[src/design/sawarq_pkg.sv]
// Shared types and constants for the stop-and-wait ARQ sender.
// Used by every module of the block; no dependencies.
package sawarq_pkg;

  localparam int unsigned MaxPayloadDef = 32;
  localparam logic [15:0] RetransmitReset = 16'd100;
  localparam logic [63:0] TokenReset = 64'd0;

  localparam int unsigned CfgIdxW = 1;
  localparam int unsigned CfgDataW = 64;

  // register indexes
  localparam logic [CfgIdxW-1:0] CfgRetransmit = 1'b0;
  localparam logic [CfgIdxW-1:0] CfgToken = 1'b1;

  // input item modes
  localparam logic [1:0] ModeStart = 2'd0;
  localparam logic [1:0] ModePayload = 2'd1;
  localparam logic [1:0] ModeTick = 2'd2;
  localparam logic [1:0] ModeAck = 2'd3;

  // result types
  localparam logic [1:0] ResStatus = 2'd0;
  localparam logic [1:0] ResHeader = 2'd1;
  localparam logic [1:0] ResByte = 2'd2;

  typedef struct packed {
    logic [1:0]  mode;
    logic [7:0]  msg_kind;
    logic [7:0]  msg_length;
    logic [7:0]  data_byte;
    logic [31:0] ack_seq;
  } in_t;

  typedef struct packed {
    logic [1:0]  result_type;
    logic        accepted;
    logic [31:0] out_seq;
    logic [7:0]  out_kind;
    logic [5:0]  out_length;
    logic [63:0] out_token;
    logic [7:0]  out_byte;
    logic        last;
  } out_t;

  // controller -> datapath
  typedef struct packed {
    logic take;       // input beat accepted this cycle
    logic emit_byte;  // load next payload byte into the output register
  } cmd_t;

  // datapath -> controller
  typedef struct packed {
    logic slot_free;  // output register empty or draining this cycle
    logic tx_due;     // current input is a tick that starts a transmission
    logic has_bytes;  // held message has a nonzero length
    logic byte_last;  // byte being emitted is the final one
  } status_t;

endpackage

[src/design/sawarq_ctrl.sv]
// Transmit sequencer for the stop-and-wait ARQ sender.
// Depends on sawarq_pkg for command and status types.
module sawarq_ctrl (
  input  logic                clk_i,
  input  logic                rst_ni,
  input  logic                in_valid_i,
  output logic                in_ready_o,
  input  sawarq_pkg::status_t status_i,
  output sawarq_pkg::cmd_t    cmd_o
);

  localparam logic [1:0] StIdle = 2'd0;
  localparam logic [1:0] StFetch = 2'd1;  // store read in flight
  localparam logic [1:0] StEmit = 2'd2;

  logic [1:0] state_q, state_d;

  always_comb begin
    state_d = state_q;
    in_ready_o = 1'b0;
    cmd_o = '0;
    case (state_q)
      StIdle: begin
        in_ready_o = status_i.slot_free;
        if (in_valid_i && status_i.slot_free) begin
          cmd_o.take = 1'b1;
          if (status_i.tx_due && status_i.has_bytes) begin
            state_d = StFetch;
          end
        end
      end
      StFetch: begin
        state_d = StEmit;
      end
      StEmit: begin
        if (status_i.slot_free) begin
          cmd_o.emit_byte = 1'b1;
          state_d = status_i.byte_last ? StIdle : StFetch;
        end
      end
      default: begin
        state_d = StIdle;
      end
    endcase
  end

  always_ff @(posedge clk_i or negedge rst_ni) begin
    if (!rst_ni) begin
      state_q <= StIdle;
    end else begin
      state_q <= state_d;
    end
  end

endmodule

[src/design/sawarq_dp.sv]
// Datapath for the stop-and-wait ARQ sender: message state, timer, payload
// store, config registers and output register. Depends on sawarq_pkg.
module sawarq_dp #(
  parameter int unsigned MAX_PAYLOAD = sawarq_pkg::MaxPayloadDef
) (
  input  logic                              clk_i,
  input  logic                              rst_ni,
  input  logic                              cfg_we_i,
  input  logic [sawarq_pkg::CfgIdxW-1:0]    cfg_idx_i,
  input  logic [sawarq_pkg::CfgDataW-1:0]   cfg_data_i,
  input  sawarq_pkg::in_t                   in_data_i,
  input  logic                              out_ready_i,
  output logic                              out_valid_o,
  output sawarq_pkg::out_t                  out_data_o,
  input  sawarq_pkg::cmd_t                  cmd_i,
  output sawarq_pkg::status_t               status_o
);

  localparam int unsigned AW = (MAX_PAYLOAD > 1) ? $clog2(MAX_PAYLOAD) : 1;
  localparam logic [7:0] MaxLen = 8'(MAX_PAYLOAD);

  logic [15:0] retx_q;
  logic [63:0] token_q;

  logic        pending_q, loading_q;
  logic [31:0] seq_q;
  logic [7:0]  kind_q;
  logic [5:0]  len_q;
  logic [5:0]  load_cnt_q;
  logic [15:0] ticks_q;
  logic [5:0]  byte_idx_q;

  logic [7:0]  mem [MAX_PAYLOAD];
  logic [7:0]  rd_q;

  logic             out_valid_q;
  sawarq_pkg::out_t out_q, out_d;

  logic [15:0] ticks_dec;
  logic        is_start, is_payload, is_tick, is_ack;
  logic        start_ok, load_ok, load_done, ack_hit;
  logic [5:0]  load_cnt_inc;
  logic [5:0]  byte_idx_inc;

  always_comb begin
    is_start = in_data_i.mode == sawarq_pkg::ModeStart;
    is_payload = in_data_i.mode == sawarq_pkg::ModePayload;
    is_tick = in_data_i.mode == sawarq_pkg::ModeTick;
    is_ack = in_data_i.mode == sawarq_pkg::ModeAck;
    ticks_dec = (ticks_q != 16'd0) ? ticks_q - 16'd1 : ticks_q;
    start_ok = !pending_q && !loading_q && (in_data_i.msg_length <= MaxLen);
    load_ok = loading_q && (load_cnt_q < len_q);
    load_cnt_inc = load_cnt_q + 6'd1;
    load_done = load_cnt_inc >= len_q;
    ack_hit = pending_q && (in_data_i.ack_seq == seq_q);
    byte_idx_inc = byte_idx_q + 6'd1;

    status_o.slot_free = !out_valid_q || out_ready_i;
    status_o.tx_due = is_tick && pending_q && !loading_q && (ticks_dec == 16'd0);
    status_o.has_bytes = len_q != 6'd0;
    status_o.byte_last = byte_idx_inc == len_q;
  end

  // config registers
  always_ff @(posedge clk_i or negedge rst_ni) begin
    if (!rst_ni) begin
      retx_q <= sawarq_pkg::RetransmitReset;
      token_q <= sawarq_pkg::TokenReset;
    end else if (cfg_we_i) begin
      case (cfg_idx_i)
        sawarq_pkg::CfgRetransmit: retx_q <= cfg_data_i[15:0];
        sawarq_pkg::CfgToken:      token_q <= cfg_data_i;
        default: ;
      endcase
    end
  end

  // message state and timer
  always_ff @(posedge clk_i or negedge rst_ni) begin
    if (!rst_ni) begin
      pending_q <= 1'b0;
      loading_q <= 1'b0;
      seq_q <= '0;
      kind_q <= '0;
      len_q <= '0;
      load_cnt_q <= '0;
      ticks_q <= '0;
      byte_idx_q <= '0;
    end else begin
      if (cmd_i.take) begin
        if (is_start && start_ok) begin
          kind_q <= in_data_i.msg_kind;
          len_q <= in_data_i.msg_length[5:0];
          load_cnt_q <= '0;
          if (in_data_i.msg_length == 8'd0) begin
            pending_q <= 1'b1;
            ticks_q <= '0;
          end else begin
            loading_q <= 1'b1;
          end
        end
        if (is_payload && load_ok) begin
          load_cnt_q <= load_cnt_inc;
          if (load_done) begin
            loading_q <= 1'b0;
            pending_q <= 1'b1;
            ticks_q <= '0;
          end
        end
        if (is_tick && pending_q && !loading_q) begin
          ticks_q <= status_o.tx_due ? retx_q : ticks_dec;
          byte_idx_q <= '0;
        end
        if (is_ack && ack_hit) begin
          pending_q <= 1'b0;
          seq_q <= seq_q + 32'd1;
        end
      end
      if (cmd_i.emit_byte) begin
        byte_idx_q <= byte_idx_inc;
      end
    end
  end

  // payload store; read address follows the transmit index
  always_ff @(posedge clk_i) begin
    if (cmd_i.take && is_payload && load_ok) begin
      mem[load_cnt_q[AW-1:0]] <= in_data_i.data_byte;
    end
    rd_q <= mem[byte_idx_q[AW-1:0]];
  end

  // output register
  always_comb begin
    out_d = '0;
    if (cmd_i.emit_byte) begin
      out_d.result_type = sawarq_pkg::ResByte;
      out_d.out_byte = rd_q;
      out_d.last = status_o.byte_last;
    end else if (status_o.tx_due) begin
      out_d.result_type = sawarq_pkg::ResHeader;
      out_d.out_seq = seq_q;
      out_d.out_kind = kind_q;
      out_d.out_length = len_q;
      out_d.out_token = token_q;
      out_d.last = len_q == 6'd0;
    end else begin
      out_d.result_type = sawarq_pkg::ResStatus;
      out_d.accepted = start_ok;
    end
  end

  always_ff @(posedge clk_i or negedge rst_ni) begin
    if (!rst_ni) begin
      out_valid_q <= 1'b0;
    end else if (cmd_i.emit_byte || (cmd_i.take && (is_start || status_o.tx_due))) begin
      out_valid_q <= 1'b1;
    end else if (out_ready_i) begin
      out_valid_q <= 1'b0;
    end
  end

  always_ff @(posedge clk_i) begin
    if (cmd_i.emit_byte || (cmd_i.take && (is_start || status_o.tx_due))) begin
      out_q <= out_d;
    end
  end

  assign out_valid_o = out_valid_q;
  assign out_data_o = out_q;

endmodule

[src/design/stop_and_wait_arq_sender.sv]
// Stop-and-wait ARQ sender. Start, payload, ack and non-due tick beats leave the
// sequencer idle; a start status or header shows in the output register in the cycle
// after its input beat. A due tick with payload blocks input until each payload byte
// has had a store read and then an output step; a stalled output holds the bytes back.
// Async active-low reset clears control and config; the payload store is not cleared.
module stop_and_wait_arq_sender #(
  parameter int unsigned MAX_PAYLOAD = sawarq_pkg::MaxPayloadDef
) (
  input  logic                            clk_i,
  input  logic                            rst_ni,
  input  logic                            cfg_we_i,
  input  logic [sawarq_pkg::CfgIdxW-1:0]  cfg_idx_i,
  input  logic [sawarq_pkg::CfgDataW-1:0] cfg_data_i,
  input  logic                            in_valid_i,
  output logic                            in_ready_o,
  input  sawarq_pkg::in_t                 in_data_i,
  output logic                            out_valid_o,
  input  logic                            out_ready_i,
  output sawarq_pkg::out_t                out_data_o
);

  sawarq_pkg::cmd_t    cmd;
  sawarq_pkg::status_t status;

  sawarq_ctrl u_ctrl (
    .clk_i      (clk_i),
    .rst_ni     (rst_ni),
    .in_valid_i (in_valid_i),
    .in_ready_o (in_ready_o),
    .status_i   (status),
    .cmd_o      (cmd)
  );

  sawarq_dp #(
    .MAX_PAYLOAD (MAX_PAYLOAD)
  ) u_dp (
    .clk_i       (clk_i),
    .rst_ni      (rst_ni),
    .cfg_we_i    (cfg_we_i),
    .cfg_idx_i   (cfg_idx_i),
    .cfg_data_i  (cfg_data_i),
    .in_data_i   (in_data_i),
    .out_ready_i (out_ready_i),
    .out_valid_o (out_valid_o),
    .out_data_o  (out_data_o),
    .cmd_i       (cmd),
    .status_o    (status)
  );

endmodule

[config.mk]
export PLATFORM = sky130hd
export DESIGN_NAME = stop_and_wait_arq_sender
export DESIGN_NICKNAME = d
export VERILOG_FILES = /design/src/design/sawarq_pkg.sv /design/src/design/sawarq_ctrl.sv /design/src/design/sawarq_dp.sv /design/src/design/stop_and_wait_arq_sender.sv
export SDC_FILE = /design/constraint.sdc
export NUM_CORES = 1
export LEC_CHECK = 0
export BUFFER_PORTS_ARGS = -buffer_cell sky130_fd_sc_hd__buf_4
export CORE_ASPECT_RATIO = 2
export CORE_MARGIN = 8
export CORE_UTILIZATION = 40
export DETAILED_ROUTE_END_ITERATION = 12
export GPL_TIMING_DRIVEN = 0
export PLACE_DENSITY_LB_ADDON = 0.15
export SYNTH_ARGS = -nofsm -noshare
export SYNTH_HDL_FRONTEND = slang
export SYNTH_SLANG_ARGS = --single-unit
[constraint.sdc]
create_clock -name clk_i -period 20.3 [get_ports clk_i]
set_clock_uncertainty 0.15 [all_clocks]
set_input_delay 4.06 -clock clk_i [delete_from_list [all_inputs] [get_ports clk_i]]
set_output_delay 4.06 -clock clk_i [all_outputs]
set_load 0.01 [all_outputs]
# Word level (Yosys, flattened, before mapping)
# Memories as Yosys holds them, arrays and structs flattened. A register that Yosys moved wholly into a read port is not among the register bits.
# Index checks and enable logic that the tools add are counted.
dict set report classes {
  n_mux 38
  add_sub_neg 4
  n_reduce_logical 41
  bitwise_logic 2
  eq_ne 10
  magnitude_cmp 3
}
# cell n
set ops {}
lappend ops {{$mux W16} 7}
lappend ops {{$add A32 B1 Y32 const B} 1}
lappend ops {{$eq A32 B32 Y1} 1}
lappend ops {{$mux W6} 5}
lappend ops {{$mux W1} 22}
lappend ops {{$logic_not A16 Y1} 1}
lappend ops {{$reduce_bool A16 Y1} 1}
lappend ops {{$sub A16 B1 Y16 const B} 1}
lappend ops {{$logic_and A1 B1 Y1} 15}
lappend ops {{$add A6 B1 Y6 const B} 2}
lappend ops {{$reduce_and A2 Y1} 6}
lappend ops {{$le A8 B6 Y1 const B} 1}
lappend ops {{$logic_not A8 Y1} 1}
lappend ops {{$reduce_bool A2 Y1} 4}
lappend ops {{$eq A2 B2 Y1 const B} 3}
lappend ops {{$eq A6 B6 Y1} 1}
lappend ops {{$ge A6 B6 Y1} 1}
lappend ops {{$logic_not A6 Y1} 1}
lappend ops {{$lt A6 B6 Y1} 1}
lappend ops {{$mux W2} 3}
lappend ops {{$ne A2 B1 Y1 const B} 3}
lappend ops {{$pmux W2 S3} 1}
lappend ops {{$reduce_bool A6 Y1} 1}
lappend ops {{$eq A2 B1 Y1 const B} 2}
lappend ops {{other kinds (6)} 13}
dict set report totals {
  memories 1
  in_bits 128
  elab_cells 119
  mem_bits_rw 256
  ff_bits 281
  out_inout_bits 124
}
# memory words width read_ports rd_clocked_by_memory_dff wr line
set memory_table {}
lappend memory_table {u_dp.mem 32 8 1 1 1 sawarq_dp.sv:33} ;# logic [7:0] mem [MAX_PAYLOAD];

# Depth between registers and ports, before layout
dict set report depth {
  ltp_word 9
  depth_mapped 12
  ltp_nobuf 10
}

# Modules after synthesis
# A second synthesis with hierarchy kept.
dict set report unflattened {
  hier_cells 1530
  hier_area_um2 22519.1
}
# module n_inst area_per_inst_um2 seq_area_each_um2 cells_per_inst
set by_module_without_submodules {}
lappend by_module_without_submodules {sawarq_dp 1 22391.5 15443.6 1518}
lappend by_module_without_submodules {sawarq_ctrl 1 127.6 50.0 12}

# Least setup slack after synthesis
# Ideal clock, no wire load.
dict set report synth_path {
  path_type {input-to-reg}
  from {input port in_data_i[57] in the netlist's numbering}
  to {register u_dp.out_q, in the netlist u_dp.out_data_o[0] (enable)}
  required_ps 19532
  path_buffers 2
  arrival_time_ps 11051
  slack_ps 8480
  cell_stages 9
  setup_time_ps 618
  cell_sequence {nor4bb_1 > clkbuf_1 > nand3_1 > a2111oi_0 > o211ai_2 > nor4_4 > buf_2 > o21ai_0 > o21ai_1}
}
dict set report synth_between {
  elab_chain_len 7
  word_cells_on_any_way 8
  cone_classes {1 x eq/ne; 7 x reduce/logical}
}
# item line
set synth_rtl {}
lappend synth_rtl {{start: declaration} stop_and_wait_arq_sender.sv:16} ;# input sawarq_pkg::in_t in_data_i,
lappend synth_rtl {{$eq A2 B2 Y1} sawarq_dp.sv:48} ;# is_tick = in_data_i.mode == sawarq_pkg::ModeTick;
lappend synth_rtl {{$logic_and A1 B1 Y1 (3 in series)} sawarq_dp.sv:59} ;# status_o.tx_due = is_tick && pending_q && !loading_q && (ticks_dec == 16'd0);
lappend synth_rtl {{$logic_or A1 B1 Y1 (*)} sawarq_dp.sv:164} ;# if (cmd_i.emit_byte || (cmd_i.take && (is_start || status_o.tx_due))) begin
lappend synth_rtl {{$logic_and A1 B1 Y1 (*)} sawarq_dp.sv:164}
lappend synth_rtl {{$logic_or A1 B1 Y1 (*)} sawarq_dp.sv:164}
lappend synth_rtl {{end signal: assignment} sawarq_dp.sv:165} ;# out_q <= out_d;
lappend synth_rtl {{end: declaration} sawarq_dp.sv:37} ;# sawarq_pkg::out_t out_q, out_d;
# Mark *: on every way between the ends. The rest lies on a longest branch, timed or not.
# A chain may end at the register's enable or synchronous reset.

# Worst setup path in the final report
dict set report layout_path {
  from {input port out_ready_i}
  to {output port in_ready_o}
}
dict set report layout_between {
  elab_chain_len 2
}
# item line
set layout_rtl {}
lappend layout_rtl {{start: declaration} stop_and_wait_arq_sender.sv:18} ;# input logic out_ready_i,
lappend layout_rtl {{$logic_or A1 B1 Y1} sawarq_dp.sv:58} ;# status_o.slot_free = !out_valid_q || out_ready_i;
lappend layout_rtl {{$mux W1} sawarq_ctrl.sv:22} ;# case (state_q)
lappend layout_rtl {{end: declaration} stop_and_wait_arq_sender.sv:15} ;# output logic in_ready_o,
# No other way between the ends.

==> results.yml <==
sta:
  hold_viol_final: 0
  relSlewSlack: 0.06306
  final_max_slew_viol_count: 0
  tightest_slew_ns: 1.393
  finalCritPeriodShare: 0.4444
  fmax_mhz: 110.9
  rsz0062_at_grt: "false"
  fin_tns_setup_ns: 0
  timing.final.crit_period_ns: 9.020
  setup_viol: 0
cells_and_area:
  mostFrequentLayoutCells: "edfxtp_1, buf_4, dfrtp_1"
  layout_commonest_cell: "edfxtp_1"
  final_nets: 1845
  final_cells: 2487
  fin_area_um2: 26930
  nFillCells: 4911
  area_growth_pct: 19.41
  drive_gt1_frac: 0.3141
grt:
  antenna_found_initial: 3
  grt_max_degree: 115
  grt_remaining_overflow: 0
  track_usage: 0.1873
  grt_pass1_wl_um: 89890
  grt_pass1_vias: 13904
worst_setup_path:
  crit_arrival_ns: 4.81
  cp_data_required_time_ns: 16.09
  startpoint_type: "primary input"
  crit_path_end_kind: "primary output"
  worstPathMaxFanout: 4
  rrSetupSlack_ns: 15.45
  path_class: "primary input to primary output"
die:
  die_h_um: 351.8
  fp.dieW_um: 183.9
  num_rows: 123
  dieArea_um2: 64700
  boundaryPins: 252
  initial_utilization: 0.4026
  design.core.area_um2: 56020
logic_synthesis:
  syn_avg_cell_area_um2: 16.19
  ys_ff_latch: 545
  ys_seq_area_frac: 0.6870
  async_flop_share: 0.2917
  ys_types: 70
  syn_nets: 1540
  yosysWarnings: 0
  syn_inst: 1393
  syn_area_um2: 22550
  synth-edff-count: 378
  synth_ff_type: "edfxtp_1"
clock_tree:
  ctsResizeCount: 0
  cts_sinks: 545
  htreeDepth: 2
  post_cts_buffers: 0
  cts.path.max_buffers: 3
  cts_root_buffer: "clkbuf_16"
  cts_tree: "yes"
  insertion_delay_ns: 0.58
  hold_buffers: 0
  clk_pin_slew_worst_paths_ns: 0.06
  numCtsBuffers: 47
placed_design:
  place_area_um2: 25500
  post-place-cells: 2399
  portBuffers: 251
  gp_congestion: 0.8728
  dp_hpwl_um: 45810
detailed_routing:
  antenna_left: 0
  wl_um: 60830
  wl_per_cell_um: 24.46
  drc: 0
  dr.pass1.iters: 5
  first_iter_violations: 681
  drt-vias-per-instance: 5.271
  vias: 13109
run:
  maxCapViolations: 0
power_and_ir_drop:
  ir_drop_mv: 0.05466
  p_leak_uw: 0.01026
  power.density_nw_per_um2: 93.34
hold_path:
  min_path_type: "flip-flop to flip-flop"
status:
  status: "completed"
through the flow:
stage | total power, uW | utilization | setup WS, ns | hold slack, ns
2_1_floorplan | 1541 | - | 8.480 | 0.3048
3_3_place_gp | 1679 | 0.4530 | 4.917 | 0.3281
3_5_place_dp | 1684 | 0.4552 | 11.29 | 0.3338
4_1_cts | 2539 | 0.4807 | 11.29 | 0.3487
5_1_grt | 2616 | 0.4807 | 11.24 | 0.3603
6_report | 2514 | 0.4807 | 11.28 | 0.3468
metal layers:
layer	GRT usage	share of wire	wire, um
met1	0.1937	0.35	21290
met2	0.3625	0.56	33840
met3	0.03280	0.055	3362
met4	0.07800	0.038	2327
met5	0	0	0
kinds of logic after synthesis:
group | count (synthesis) | share of synthesized area
adders and majority gates | 19 | 0.01054
AOI/OAI and AO/OA | 86 | 0.02641
buffers and inverters | 94 | 0.01675
DFF | 545 | 0.6870
xor gates and xnor gates | 80 | 0.03107
muxes | 184 | 0.1318
and+or+nand+nor | 385 | 0.09648
report_power, final:
group,switching (uW),internal [uW]
sequential,42.9,1250
combinational,211,161
clock,399,455
flip-flops by register name, indices dropped and copies added, names as in the netlist:
register          flops
u_ctrl.state_q        2
u_dp.seq_q           32
u_dp.loading_q        1
u_dp.retx_q          16
u_dp.token_q         64
u_dp.len_q            6
u_dp.byte_idx_q       6
u_dp.out_data_o     122
u_dp.mem            256
u_dp.kind_q           8
u_dp.rd_q             8
u_dp.load_cnt_q       6
u_dp.pending_q        1
u_dp.out_valid_o      1
u_dp.ticks_q         16
synthesized netlist by cell type, types with 17 or more instances:
master	count	area [um2]
edfxtp_1	378	11350
dfrtp_1	156	3904
and3_1	125	782.0
mux2_2	103	1160
mux4_2	80	1802
nor2_1	67	251.5
clkbuf_1	58	217.7
xnor2_1	55	481.7
nand2_1	47	176.4
nand3_1	40	200.2
o21ai_0	27	135.1
xor2_1	25	219.0
nor3_1	22	110.1
ha_1	19	237.7
inv_1	17	63.81
worst max-delay path: stages:
cell and delay (ns):
buf_4 0.11, nand2b_1 0.17, nand2b_1 0.22, nor2_1 0.07, buf_4 0.16
path summary, 6_finish.rpt:
kind                                        startpoint                           endpoint  cells after the start
setup / recovery                           out_ready_i                         in_ready_o                      5
hold / removal              u_dp.kind_q[2]$_DFFE_PN0P_         u_dp.kind_q[2]$_DFFE_PN0P_                      1
setup reg to reg           u_dp.ticks_q[0]$_DFFE_PN0P_  u_dp.out_data_o[70]$_SDFFCE_PP0P_                     14
hold reg to reg             u_dp.kind_q[2]$_DFFE_PN0P_         u_dp.kind_q[2]$_DFFE_PN0P_                      1
max in group asynchronous                       rst_ni         u_dp.kind_q[0]$_DFFE_PN0P_                      2
min in group asynchronous                       rst_ni       u_dp.token_q[58]$_DFFE_PN0P_                      1
cell type report:
class                      count  area [um2]  area share
buffer                        77       314.1     0.01166
sequential                   545       15490      0.5753
timing repair buffer         256        1999     0.07424
inverter                      17       63.81    0.002369
tap                          750       938.4     0.03484
clock inverter                21       148.9    0.005529
clock buffer                  65        1275     0.04734
multi-input combinational    754        6693      0.2485
antenna                        2       5.005   0.0001858
No activity file was read; power rests on OpenSTA's default activity.
